## src/rtl/core/srtp_pkg.sv

```systemverilog
package srtp_pkg;

  // Parser states.
  localparam logic [3:0] ST_IDLE  = 4'd0;
  localparam logic [3:0] ST_WRESP = 4'd1;
  localparam logic [3:0] ST_BTNR  = 4'd2;
  localparam logic [3:0] ST_BTNP  = 4'd3;
  localparam logic [3:0] ST_WLAST = 4'd4;
  localparam logic [3:0] ST_DATA  = 4'd5;
  localparam logic [3:0] ST_DROP  = 4'd6;
  localparam logic [3:0] ST_KONF  = 4'd7;
  localparam logic [3:0] ST_KONFN = 4'd8;
  localparam logic [3:0] ST_VERB  = 4'd9;
  localparam logic [3:0] ST_SMODE = 4'd10;
  localparam logic [3:0] ST_VERS  = 4'd11;
  // A rule whose state field holds this code applies in every state.
  localparam logic [3:0] ST_ANY   = 4'd15;

  // Action codes.
  localparam logic [2:0] ACT_NONE     = 3'd0;
  localparam logic [2:0] ACT_RELEASED = 3'd1;
  localparam logic [2:0] ACT_PRESSED  = 3'd2;
  localparam logic [2:0] ACT_DBEGIN   = 3'd3;
  localparam logic [2:0] ACT_DDIGIT   = 3'd4;
  localparam logic [2:0] ACT_DEND     = 3'd5;
  localparam logic [2:0] ACT_CFGNUM   = 3'd6;
  localparam logic [2:0] ACT_VERSION  = 3'd7;

  // Length of the word "ONFIGURATION" that follows the 'K' reply.
  localparam logic [7:0] KONF_WORD_LEN = 8'd12;
  localparam logic [3:0] OFFSET_MAX    = 4'd15;

  typedef struct packed {
    logic [3:0] cur;
    logic       seq;  // 1: match on the offset range, 0: match on the byte range
    logic [7:0] lo;
    logic [7:0] hi;
    logic [2:0] act;
    logic [3:0] nxt;
  } rule_t;

  localparam int RULE_COUNT = 44;

  // Priority order: the lowest index that matches wins.
  localparam rule_t RULES [RULE_COUNT] = '{
    '{ST_IDLE,  1'b0, "F", "F", ACT_NONE,     ST_BTNR },
    '{ST_IDLE,  1'b0, "N", "N", ACT_NONE,     ST_BTNP },
    '{ST_WRESP, 1'b0, "F", "F", ACT_NONE,     ST_BTNR },
    '{ST_WRESP, 1'b0, "N", "N", ACT_NONE,     ST_BTNP },
    '{ST_BTNR,  1'b0, "*", "*", ACT_RELEASED, ST_IDLE },
    '{ST_BTNP,  1'b0, "*", "*", ACT_PRESSED,  ST_IDLE },
    '{ST_WLAST, 1'b0, "*", "*", ACT_NONE,     ST_IDLE },
    '{ST_WRESP, 1'b0, "h", "h", ACT_NONE,     ST_WLAST},
    '{ST_IDLE,  1'b0, "h", "h", ACT_NONE,     ST_WLAST},
    '{ST_WRESP, 1'b0, "l", "l", ACT_NONE,     ST_WLAST},
    '{ST_IDLE,  1'b0, "l", "l", ACT_NONE,     ST_WLAST},
    '{ST_DATA,  1'b0, "0", "9", ACT_DDIGIT,   ST_DATA },
    '{ST_DATA,  1'b0, "A", "F", ACT_DDIGIT,   ST_DATA },
    '{ST_DATA,  1'b0, "*", "*", ACT_DEND,     ST_IDLE },
    '{ST_WRESP, 1'b0, "A", "A", ACT_NONE,     ST_DROP },
    '{ST_IDLE,  1'b0, "A", "A", ACT_NONE,     ST_DROP },
    '{ST_WRESP, 1'b0, "D", "D", ACT_NONE,     ST_DROP },
    '{ST_IDLE,  1'b0, "D", "D", ACT_NONE,     ST_DROP },
    '{ST_DROP,  1'b0, "0", "9", ACT_NONE,     ST_DROP },
    '{ST_DROP,  1'b0, "A", "F", ACT_NONE,     ST_DROP },
    '{ST_DROP,  1'b0, "*", "*", ACT_NONE,     ST_IDLE },
    '{ST_WRESP, 1'b0, "S", "S", ACT_DBEGIN,   ST_DATA },
    '{ST_WRESP, 1'b0, "R", "R", ACT_DBEGIN,   ST_DATA },
    '{ST_WRESP, 1'b0, "r", "r", ACT_DBEGIN,   ST_DATA },
    '{ST_IDLE,  1'b0, "r", "r", ACT_DBEGIN,   ST_DATA },
    '{ST_WRESP, 1'b0, "I", "I", ACT_DBEGIN,   ST_DATA },
    '{ST_WRESP, 1'b0, "i", "i", ACT_DBEGIN,   ST_DATA },
    '{ST_IDLE,  1'b0, "i", "i", ACT_DBEGIN,   ST_DATA },
    '{ST_WRESP, 1'b0, "E", "E", ACT_NONE,     ST_WLAST},
    '{ST_WRESP, 1'b0, "K", "K", ACT_NONE,     ST_KONF },
    '{ST_KONF,  1'b1, 8'd0, KONF_WORD_LEN, ACT_NONE, ST_KONF},
    '{ST_KONF,  1'b0, "_", "_", ACT_NONE,     ST_KONFN},
    '{ST_KONFN, 1'b0, "1", "8", ACT_CFGNUM,   ST_WLAST},
    '{ST_WRESP, 1'b0, "Q", "Q", ACT_NONE,     ST_WLAST},
    '{ST_WRESP, 1'b0, "V", "V", ACT_NONE,     ST_VERB },
    '{ST_WRESP, 1'b0, "M", "M", ACT_NONE,     ST_SMODE},
    '{ST_VERB,  1'b0, "0", "1", ACT_NONE,     ST_WLAST},
    '{ST_SMODE, 1'b0, "0", "1", ACT_NONE,     ST_WLAST},
    '{ST_WRESP, 1'b0, "?", "?", ACT_VERSION,  ST_VERS },
    '{ST_VERS,  1'b0, ".", "z", ACT_VERSION,  ST_VERS },
    '{ST_VERS,  1'b0, "*", "*", ACT_VERSION,  ST_IDLE },
    '{ST_IDLE,  1'b0, "0", "9", ACT_NONE,     ST_IDLE },
    '{ST_IDLE,  1'b0, "*", "*", ACT_NONE,     ST_IDLE },
    '{ST_ANY,   1'b0, "!", "!", ACT_NONE,     ST_WLAST}
  };

endpackage

```

## src/rtl/core/serial_response_token_parser_unit.sv

```systemverilog
// A result word is registered and is valid in the cycle after its input word is taken.
// Throughput: one word per cycle while out_ready is high, set by the single result
// register; a new word is taken while the held result is being drained.
// Reset (rst, synchronous, active high) puts the parser in the idle state, clears the
// offset counter and empties the result register.
module serial_response_token_parser_unit
  import srtp_pkg::*;
(
  input  logic       clk,
  input  logic       rst,
  input  logic       in_valid,
  output logic       in_ready,
  input  logic       operation,
  input  logic [7:0] rx_char,
  output logic       out_valid,
  input  logic       out_ready,
  output logic       accepted,
  output logic [2:0] action,
  output logic [7:0] action_char,
  output logic [3:0] parser_state_out
);

  // Parser state and the count of matched bytes that kept the state since it was entered.
  logic [3:0] parser_state;
  logic [3:0] offset_count;
  logic [3:0] parser_state_next;
  logic [3:0] offset_count_next;

  // Result of the rule search for the byte at the input.
  logic       hit;
  logic [2:0] hit_act;
  logic [3:0] hit_nxt;

  logic       accepted_next;
  logic [2:0] action_next;
  logic [7:0] action_char_next;

  logic       take;

  // The result register is free when empty or when its word leaves in this cycle.
  assign in_ready = !out_valid || out_ready;
  assign take     = in_valid && in_ready;

  // Every rule is matched in parallel; walking the table from the back lets the
  // earliest matching rule overwrite any later one, which gives table priority.
  always_comb begin
    hit     = 1'b0;
    hit_act = ACT_NONE;
    hit_nxt = parser_state;
    for (int i = RULE_COUNT - 1; i >= 0; i--) begin
      if ((RULES[i].cur == parser_state) || (RULES[i].cur == ST_ANY)) begin
        if (RULES[i].seq) begin
          // Offset-range rule: the byte value itself is not looked at.
          if (({4'd0, offset_count} >= RULES[i].lo) &&
              ({4'd0, offset_count} < RULES[i].hi)) begin
            hit     = 1'b1;
            hit_act = RULES[i].act;
            hit_nxt = RULES[i].nxt;
          end
        end else if ((rx_char >= RULES[i].lo) && (rx_char <= RULES[i].hi)) begin
          hit     = 1'b1;
          hit_act = RULES[i].act;
          hit_nxt = RULES[i].nxt;
        end
      end
    end
  end

  // Next state and result word for the word at the input.
  always_comb begin
    parser_state_next = parser_state;
    offset_count_next = offset_count;
    accepted_next     = 1'b0;
    action_next       = ACT_NONE;
    action_char_next  = 8'd0;
    if (operation) begin
      // A command went out: wait for its reply.
      parser_state_next = ST_WRESP;
      offset_count_next = 4'd0;
    end else if (hit) begin
      accepted_next = 1'b1;
      action_next   = hit_act;
      if (hit_act != ACT_NONE) begin
        action_char_next = rx_char;
      end
      if (hit_nxt != parser_state) begin
        // A change of state restarts the offset.
        parser_state_next = hit_nxt;
        offset_count_next = 4'd0;
      end else if (offset_count != OFFSET_MAX) begin
        offset_count_next = offset_count + 4'd1;
      end
    end
    // With no matching rule the state and offset stay as they are.
  end

  always_ff @(posedge clk) begin
    if (rst) begin
      parser_state <= ST_IDLE;
      offset_count <= 4'd0;
      out_valid    <= 1'b0;
    end else begin
      if (take) begin
        parser_state <= parser_state_next;
        offset_count <= offset_count_next;
        out_valid    <= 1'b1;
      end else if (out_ready) begin
        out_valid <= 1'b0;
      end
    end
  end

  // Result payload; it only changes when a new word is taken.
  always_ff @(posedge clk) begin
    if (take) begin
      accepted         <= accepted_next;
      action           <= action_next;
      action_char      <= action_char_next;
      parser_state_out <= parser_state_next;
    end
  end

endmodule
```

## config.mk

```make
export PLATFORM = sky130hd
export DESIGN_NAME = serial_response_token_parser_unit
export DESIGN_NICKNAME = d
export VERILOG_FILES = /design/src/rtl/core/srtp_pkg.sv /design/src/rtl/core/serial_response_token_parser_unit.sv
export SDC_FILE = /design/constraint.sdc
export NUM_CORES = 1
export LEC_CHECK = 0
export CAP_MARGIN = 10
export CORE_MARGIN = 4
export CORE_UTILIZATION = 60
export CTS_BUF_LIST = sky130_fd_sc_hd__clkbuf_8
export DETAILED_ROUTE_END_ITERATION = 12
export DONT_BUFFER_PORTS = 1
export PLACE_DENSITY = 0.84
export SLEW_MARGIN = 5
export SYNTH_ARGS = -nofsm -noshare
export SYNTH_HDL_FRONTEND = slang
export SYNTH_SLANG_ARGS = --single-unit
```

## constraint.sdc

```tcl
create_clock -name clk -period 2.4 [get_ports clk]
set_input_delay 0.24 -clock clk [delete_from_list [all_inputs] [get_ports clk]]
set_output_delay 0.24 -clock clk [all_outputs]
set_load 0.01 [all_outputs]
```

# Yosys cells after proc, flatten, opt, wreduce, memory -nomap -nowiden

Index checks and enable logic that the tools add are counted.

Output and inout bits: 18
Flip-flop bits (word level): 25
Input port bits: 13
Word-level logic and storage cells: 373

Multiplexer cells: 266
Bitwise logic cells: 2
Equality and inequality tests: 13
$add $sub $neg: 1
$lt $le $gt $ge: 48
Reduce and logical (&&, ||, !) cells: 36

Operators with widths:

| operator              | count |
|---|---|
| $mux W4               | 94 |
| $mux W3               | 82 |
| $le A8 B7 Y1 const B  | 18 |
| $ge A8 B7 Y1 const B  | 17 |
| $mux W1               | 90 |
| $ge A8 B6 Y1 const B  | 6 |
| $le A8 B6 Y1 const B  | 6 |
| $logic_and A1 B1 Y1   | 26 |
| $eq A3 B4 Y1 const A  | 4 |
| $eq A4 B4 Y1 const A  | 4 |
| $eq A2 B4 Y1 const A  | 2 |
| $reduce_bool A3 Y1    | 2 |
| $add A4 B1 Y4 const B | 1 |
| $eq A1 B4 Y1 const A  | 1 |
| $logic_not A4 Y1      | 1 |
| $lt A4 B4 Y1 const B  | 1 |
| $ne A4 B4 Y1          | 1 |
| $ne A4 B4 Y1 const B  | 1 |
| $reduce_bool A2 Y1    | 2 |
| $reduce_and A3 Y1     | 1 |
| $reduce_or A3 Y1      | 1 |
| $not A1 Y1            | 2 |
| $reduce_or A2 Y1      | 1 |
| $logic_not A1 Y1      | 1 |
| $logic_or A1 B1 Y1    | 1 |

# Depth between registers and ports, before layout

Depth after elaboration: 93
Mapped depth: 10

# Worst setup path before layout

No wires, ideal clock.

Path kind: in2reg
Start: input rx_char[6]
End: register action_char[0] (data pin)
Buffers on the path: 1
Library setup time: 0.255 ns
Path slack: -0.168 ns
Data arrival time: 2.314 ns
Stages on the path: 9
Cell sequence: buf_2 > a211oi_1 > a211o_1 > o21ai_0 > or3_4 > nor4b_4 > or3_1 > a31oi_2 > and2_1

Longest elaborated chain between the ends: 91
Elaborated cells on any way between the ends: 245
Classes of those cells: order compare (47); mux (169); bitwise (2); reduce/logical (27)

Ends and longest elaborated chain:

| item                                         | RTL line                                 | text |
|---|---|---|
| start, declared                              | serial_response_token_parser_unit.sv:14  | `input logic [7:0] rx_char,` |
| $ge A8 B6 Y1 or $le A8 B6 Y1 (tied branches) | serial_response_token_parser_unit.sv:60  | `end else if ((rx_char >= RULES[i].lo) && (rx_char <= RULES[i].hi)) begin` |
| $logic_and A1 B1 Y1                          | serial_response_token_parser_unit.sv:60  |  |
| $mux W1 (2 in series)                        | serial_response_token_parser_unit.sv:60  |  |
| $mux W1                                      | serial_response_token_parser_unit.sv:51  | `if ((RULES[i].cur == parser_state) \|\| (RULES[i].cur == ST_ANY)) begin` |
| $mux W1                                      | serial_response_token_parser_unit.sv:60  |  |
| $mux W1                                      | serial_response_token_parser_unit.sv:51  |  |
| $mux W1                                      | serial_response_token_parser_unit.sv:60  |  |
| $mux W1                                      | serial_response_token_parser_unit.sv:51  |  |
| [... 74 more ...]                            | -                                        |  |
| $mux W1                                      | serial_response_token_parser_unit.sv:60  |  |
| $mux W1                                      | serial_response_token_parser_unit.sv:51  |  |
| $mux W1                                      | serial_response_token_parser_unit.sv:60  |  |
| $mux W1                                      | serial_response_token_parser_unit.sv:51  |  |
| $mux W1                                      | serial_response_token_parser_unit.sv:60  |  |
| $mux W1                                      | serial_response_token_parser_unit.sv:51  |  |
| $not A1 Y1 (no line)                         | -                                        |  |
| $reduce_or A3 Y1 (no line) (*)               | -                                        |  |
| end signal, assigned                         | serial_response_token_parser_unit.sv:118 | `action_char <= action_char_next;` |
| end, declared                                | serial_response_token_parser_unit.sv:19  | `output logic [7:0] action_char,` |

Mark *: on every way between the ends. The rest lies on a longest branch, timed or not.
A chain may end at the register's enable or synchronous reset.

# Worst setup path in the final report

Start: register parser_state[0]
End: register offset_count[3]

Longest elaborated chain between the ends: 91
Elaborated cells on any way between the ends: 191
Classes of those cells: eq/ne (12); mux (175); reduce/logical (4)

Ends and longest elaborated chain:

| item                   | RTL line                                 | text |
|---|---|---|
| start, declared        | serial_response_token_parser_unit.sv:24  | `logic [3:0] parser_state;` |
| start signal, assigned | serial_response_token_parser_unit.sv:104 | `parser_state <= parser_state_next;` |
| $mux W4 (2 in series)  | serial_response_token_parser_unit.sv:60  |  |
| $mux W4                | serial_response_token_parser_unit.sv:51  |  |
| $mux W4                | serial_response_token_parser_unit.sv:60  |  |
| $mux W4                | serial_response_token_parser_unit.sv:51  |  |
| $mux W4                | serial_response_token_parser_unit.sv:60  |  |
| $mux W4                | serial_response_token_parser_unit.sv:51  |  |
| $mux W4                | serial_response_token_parser_unit.sv:60  |  |
| $mux W4                | serial_response_token_parser_unit.sv:51  |  |
| [... 74 more ...]      | -                                        |  |
| $mux W4                | serial_response_token_parser_unit.sv:60  |  |
| $mux W4                | serial_response_token_parser_unit.sv:51  |  |
| $mux W4                | serial_response_token_parser_unit.sv:60  |  |
| $mux W4                | serial_response_token_parser_unit.sv:51  |  |
| $ne A4 B4 Y1           | serial_response_token_parser_unit.sv:86  | `if (hit_nxt != parser_state) begin` |
| $mux W4                | serial_response_token_parser_unit.sv:86  |  |
| $mux W4                | serial_response_token_parser_unit.sv:80  | `end else if (hit) begin` |
| $mux W4                | serial_response_token_parser_unit.sv:76  | `if (operation) begin` |
| end signal, assigned   | serial_response_token_parser_unit.sv:105 | `offset_count <= offset_count_next;` |
| end, declared          | serial_response_token_parser_unit.sv:25  | `logic [3:0] offset_count;` |

Parallel ways exist; a longest one is shown, timed or not. The select of a mux whose other input is x is not followed.

==> results.txt <==
----------------------------------------------------
[Run status]
  Run status ... finished with violations
  Failing checks ... setup timing

[STA]
  Worst slew pin tran ... 591 ps
  Setup skew after layout ... ~5.9 ps
  Sum Neg Setup Slack ... -944 ps
  Unrepaired setup endpoints after global routing ... true
  Worst setup margin ... -131 ps
  Share of the clock period used by the worst path after layout ... 105%
  Slew Limit Headroom ... 60.1%
  Final count of negative-setup-slack endpoints ... 15
  Number of hold violations in the final report ... 0
  Min cycle time layout ... 2530 ps
  Max-slew violation count ... 0
  Max frequency ... between 300 and 400 MHz
  Worst Hold Slack ... 11.8 ps

[Die]
  Count of standard-cell rows ... 22
  Initial Util ... a little over three fifths
  Height of the chip ... around 70 µm
  Area of the die ... between 0.004 and 0.005 mm²
  Floorplan Core Area ... around 0.0037 mm²
  Number of top-level design ports ... 31
  Die outline width ... ~70 µm

[Logic synthesis]
  Cell accounting for the most synthesized area ... edfxtp_1
  Number of synthesized flops with an enable pin ... 16
  Number of standard cells after synthesis ... approximately 280
  Syn Nets ... slightly below 300
  Area share of the largest cell type after synthesis ... 20.7%
  Average footprint of a synthesized cell ... around 8.4 µm²
  Area contributors post-synth ... edfxtp_1 21%, dfxtp_1 7.8%, nand4_1 5.1%
  #FFs+latches synth ... 25
  Post-synth ARST share ... 0%
  Register area share after synthesis ... between 20% and 30%
  Number of unique standard cell types used by synthesis ... 65
  Synth Flop Type ... edfxtp_1
  Total of warnings raised by yosys ... 0
  Synthesized area ... around 0.0023 mm²

[Clock network]
  Number of clock sinks seen by CTS ... 25
  CTS H-tree depth ... 1
  Clock Path Buffers ... 2
  CTS tree ... built
  Clock slew at reported path FFs ... about 90 ps
  Clk_lat worst skew ... 280 ps
  Master cell of the clock root buffer ... clkbuf_8
  Cts hold-fix bufs ... 0
  Number of buffers created by CTS ... 3

[Worst setup path]
  Launching element type of the critical path ... flop
  Crit path cell chain ... buf_6, and4b_1, nand2_1, o211ai_1, or4_4, nor4b_4, buf_4, buf_6, a21o_4, a31oi_1, nor3_1
  Category of the worst setup path capture point ... flop
  Slowest stage cell, crit path ... or4_4
  Worst setup path class ... reg2reg
  Highest cell delay on the worst timing path ... 580 ps
  Crit Path Max Fanout ... 8
  Buf/Inv on CP ... 3
  Required time of the critical path ... 2610 ps
  Most numerous cell on the critical path ... buf_6
  Top cell family by delay on the critical path ... simple AND/OR/NAND/NOR gates
  Arrival @ worst endpoint ... 2740 ps

[Placed design]
  Dpl hpwl ... approximately 5100 µm
  RD Place Congestion ... about 1.0
  Cell Area, Placed ... 0.00268 mm²
  Number of port buffers ... 0

[Layout]
  Layout fillers ... between 200 and 250
  Post-route standard cell area excluding fillers ... a little under 0.003 mm²
  Commonest non-fill, non-tap cells in the layout ... 48 x buf_4, 20 x nand2_1, 19 x nand4_1, 16 x nor2_1, 16 x edfxtp_1
  Most common cell after layout, fill and taps aside ... buf_4
  ANT cells ... 0
  Final net count ... 329
  Fraction of final layout cells sized beyond drive strength 1 ... 32.2%
  Area overhead of the layout relative to synthesis ... 26.1%

[Route]
  Total wirelength of the detailed-routed design ... around 7500 µm
  DRC violation count after routing ... 0
  Count of TritonRoute iterations in the first routing pass ... 5
  Vias per std cell ... around 7.4
  DR vias ... approximately 2700
  Post-route antenna net violation count ... 0
  Detailed-route wire length per cell ... 20.6 µm
  1st-iter DRT viols ... between 400 and 500

[Power]
  Maximum VDD drop ... about 0.22 mV
  Total leakage power ... roughly 1.1 nW
  Pwr Total ... 0.000927 W
  Power density normalized to cell area ... 317 mW/mm²

[Global routing]
  First-pass GRT wire length ... ~11000 µm
  Number of antenna violations at the first check in global routing ... 0
  Vias in the first global route ... 2287
  Pin count of the biggest net entering global routing ... 26
  Leftover overflow at the end of global routing ... 0
  Global Route Usage Sum ... ~28%

[Min path]
  Path type of the worst min-delay path ... in2reg

[Flow run]
  Number of maximum-capacitance constraint violations ... 0

----------------------------------------------------
-- registers in the layout, indices dropped and copies added (netlist names) --
| register | flops |
|---|---|
| accepted | 1 |
| action | 3 |
| action_char | 8 |
| offset_count | 4 |
| out_valid | 1 |
| parser_state | 4 |
| parser_state_out | 4 |
-- final timing paths --
check,start,to,slack [ps],depth (start not counted)
min,rst,parser_state[2],10,1
min reg2reg,offset_count[1],offset_count[1],540,2
max,parser_state[0],offset_count[3],-130,11
max reg2reg,parser_state[0],offset_count[3],-130,11
-- area by class of cell --
| cell class | count | area (µm²) | area share, % |
|---|---|---|---|
| multi-input cells | 224 | 1680 | 57.5 |
| clock inverters | 1 | 6.26 | 0.214 |
| well taps | 48 | 60.1 | 2.05 |
| clock buffers | 3 | 41.3 | 1.41 |
| inverters | 6 | 22.5 | 0.769 |
| repair buffers | 55 | 439 | 15.0 |
| flip-flops and latches | 25 | 676 | 23.1 |
-- through the flow --
| step | setup WS [ps] | std cells | util [%] |
|---|---|---|---|
| final | -131 | 362 | 79.4 |
| after global routing | -227 | 362 | 79.4 |
| after CTS | -106 | 359 | 75.7 |
| after detailed placement | -226 | 352 | 72.7 |
| after global placement | -195 | 352 | 72.7 |
| after floorplan | -12.1 | 277 | - |
-- cell usage after synthesis (all sizes together), types with 9 or more instances --
| library cell | instances |
|---|---|
| nand2 | 21 |
| nand4 | 19 |
| nor2 | 18 |
| buf | 16 |
| edfxtp | 16 |
| a21oi | 13 |
| nand3 | 13 |
| and2 | 12 |
| nor2b | 12 |
| nor3 | 10 |
| o21ai | 10 |
| dfxtp | 9 |
-- per-layer routing --
layer / up-vias / part of all wire, % / routed length, µm / global-route usage [%]
li1: 1150 / - / - / -
met1: 1228 / 40 / 2950 / 39.3
met2: 243 / 43 / 3210 / 40.8
met3: 56 / 13 / 936 / 8.92
met4: 0 / 4.8 / 359 / 11.3
met5: - / 0 / 0 / 0
-- cell families (layout without fill, tap and decap cells) --
kind of cell,Yosys count,in the layout,synth area share (%)
XOR/XNOR,2,2,0.755
adder cells (fa/ha/maj),1,1,0.539
AND/OR/NAND/NOR,154,154,43.0
flip-flops,25,25,28.5
multiplexers,2,2,0.863
other,1,1,0.162
AO/OA/AOI/OAI,64,64,20.3
buffers and inverters,28,65,5.93
-- what timing repair did --
action / 4_1_cts / 5_1_grt
gates cloned: 0 / 0
setup endpoints to repair: 19 / 20
buffers inserted: 3 / 7
pin swaps: 11 / 16
gates resized for setup: 11 / 32
-- where the power goes --
group | switching, W | internal [W] | leakage [nW] | total [W]
registers | 0.0000160 | 0.000472 | 0.237 | 0.000488
logic | 0.0000952 | 0.0000829 | 0.849 | 0.000178
clock network | 0.000142 | 0.000119 | 0.0260 | 0.000261
-- worst reg2reg max path, cell delays in order (launching register included) --
cell,delay [ps]
dfxtp_4,370
buf_6,120
and4b_1,180
nand2_1,80
o211ai_1,110
or4_4,580
nor4b_4,310
buf_4,190
buf_6,100
a21o_4,170
a31oi_1,50
nor3_1,190
No activity file was read; power rests on OpenSTA's default activity.
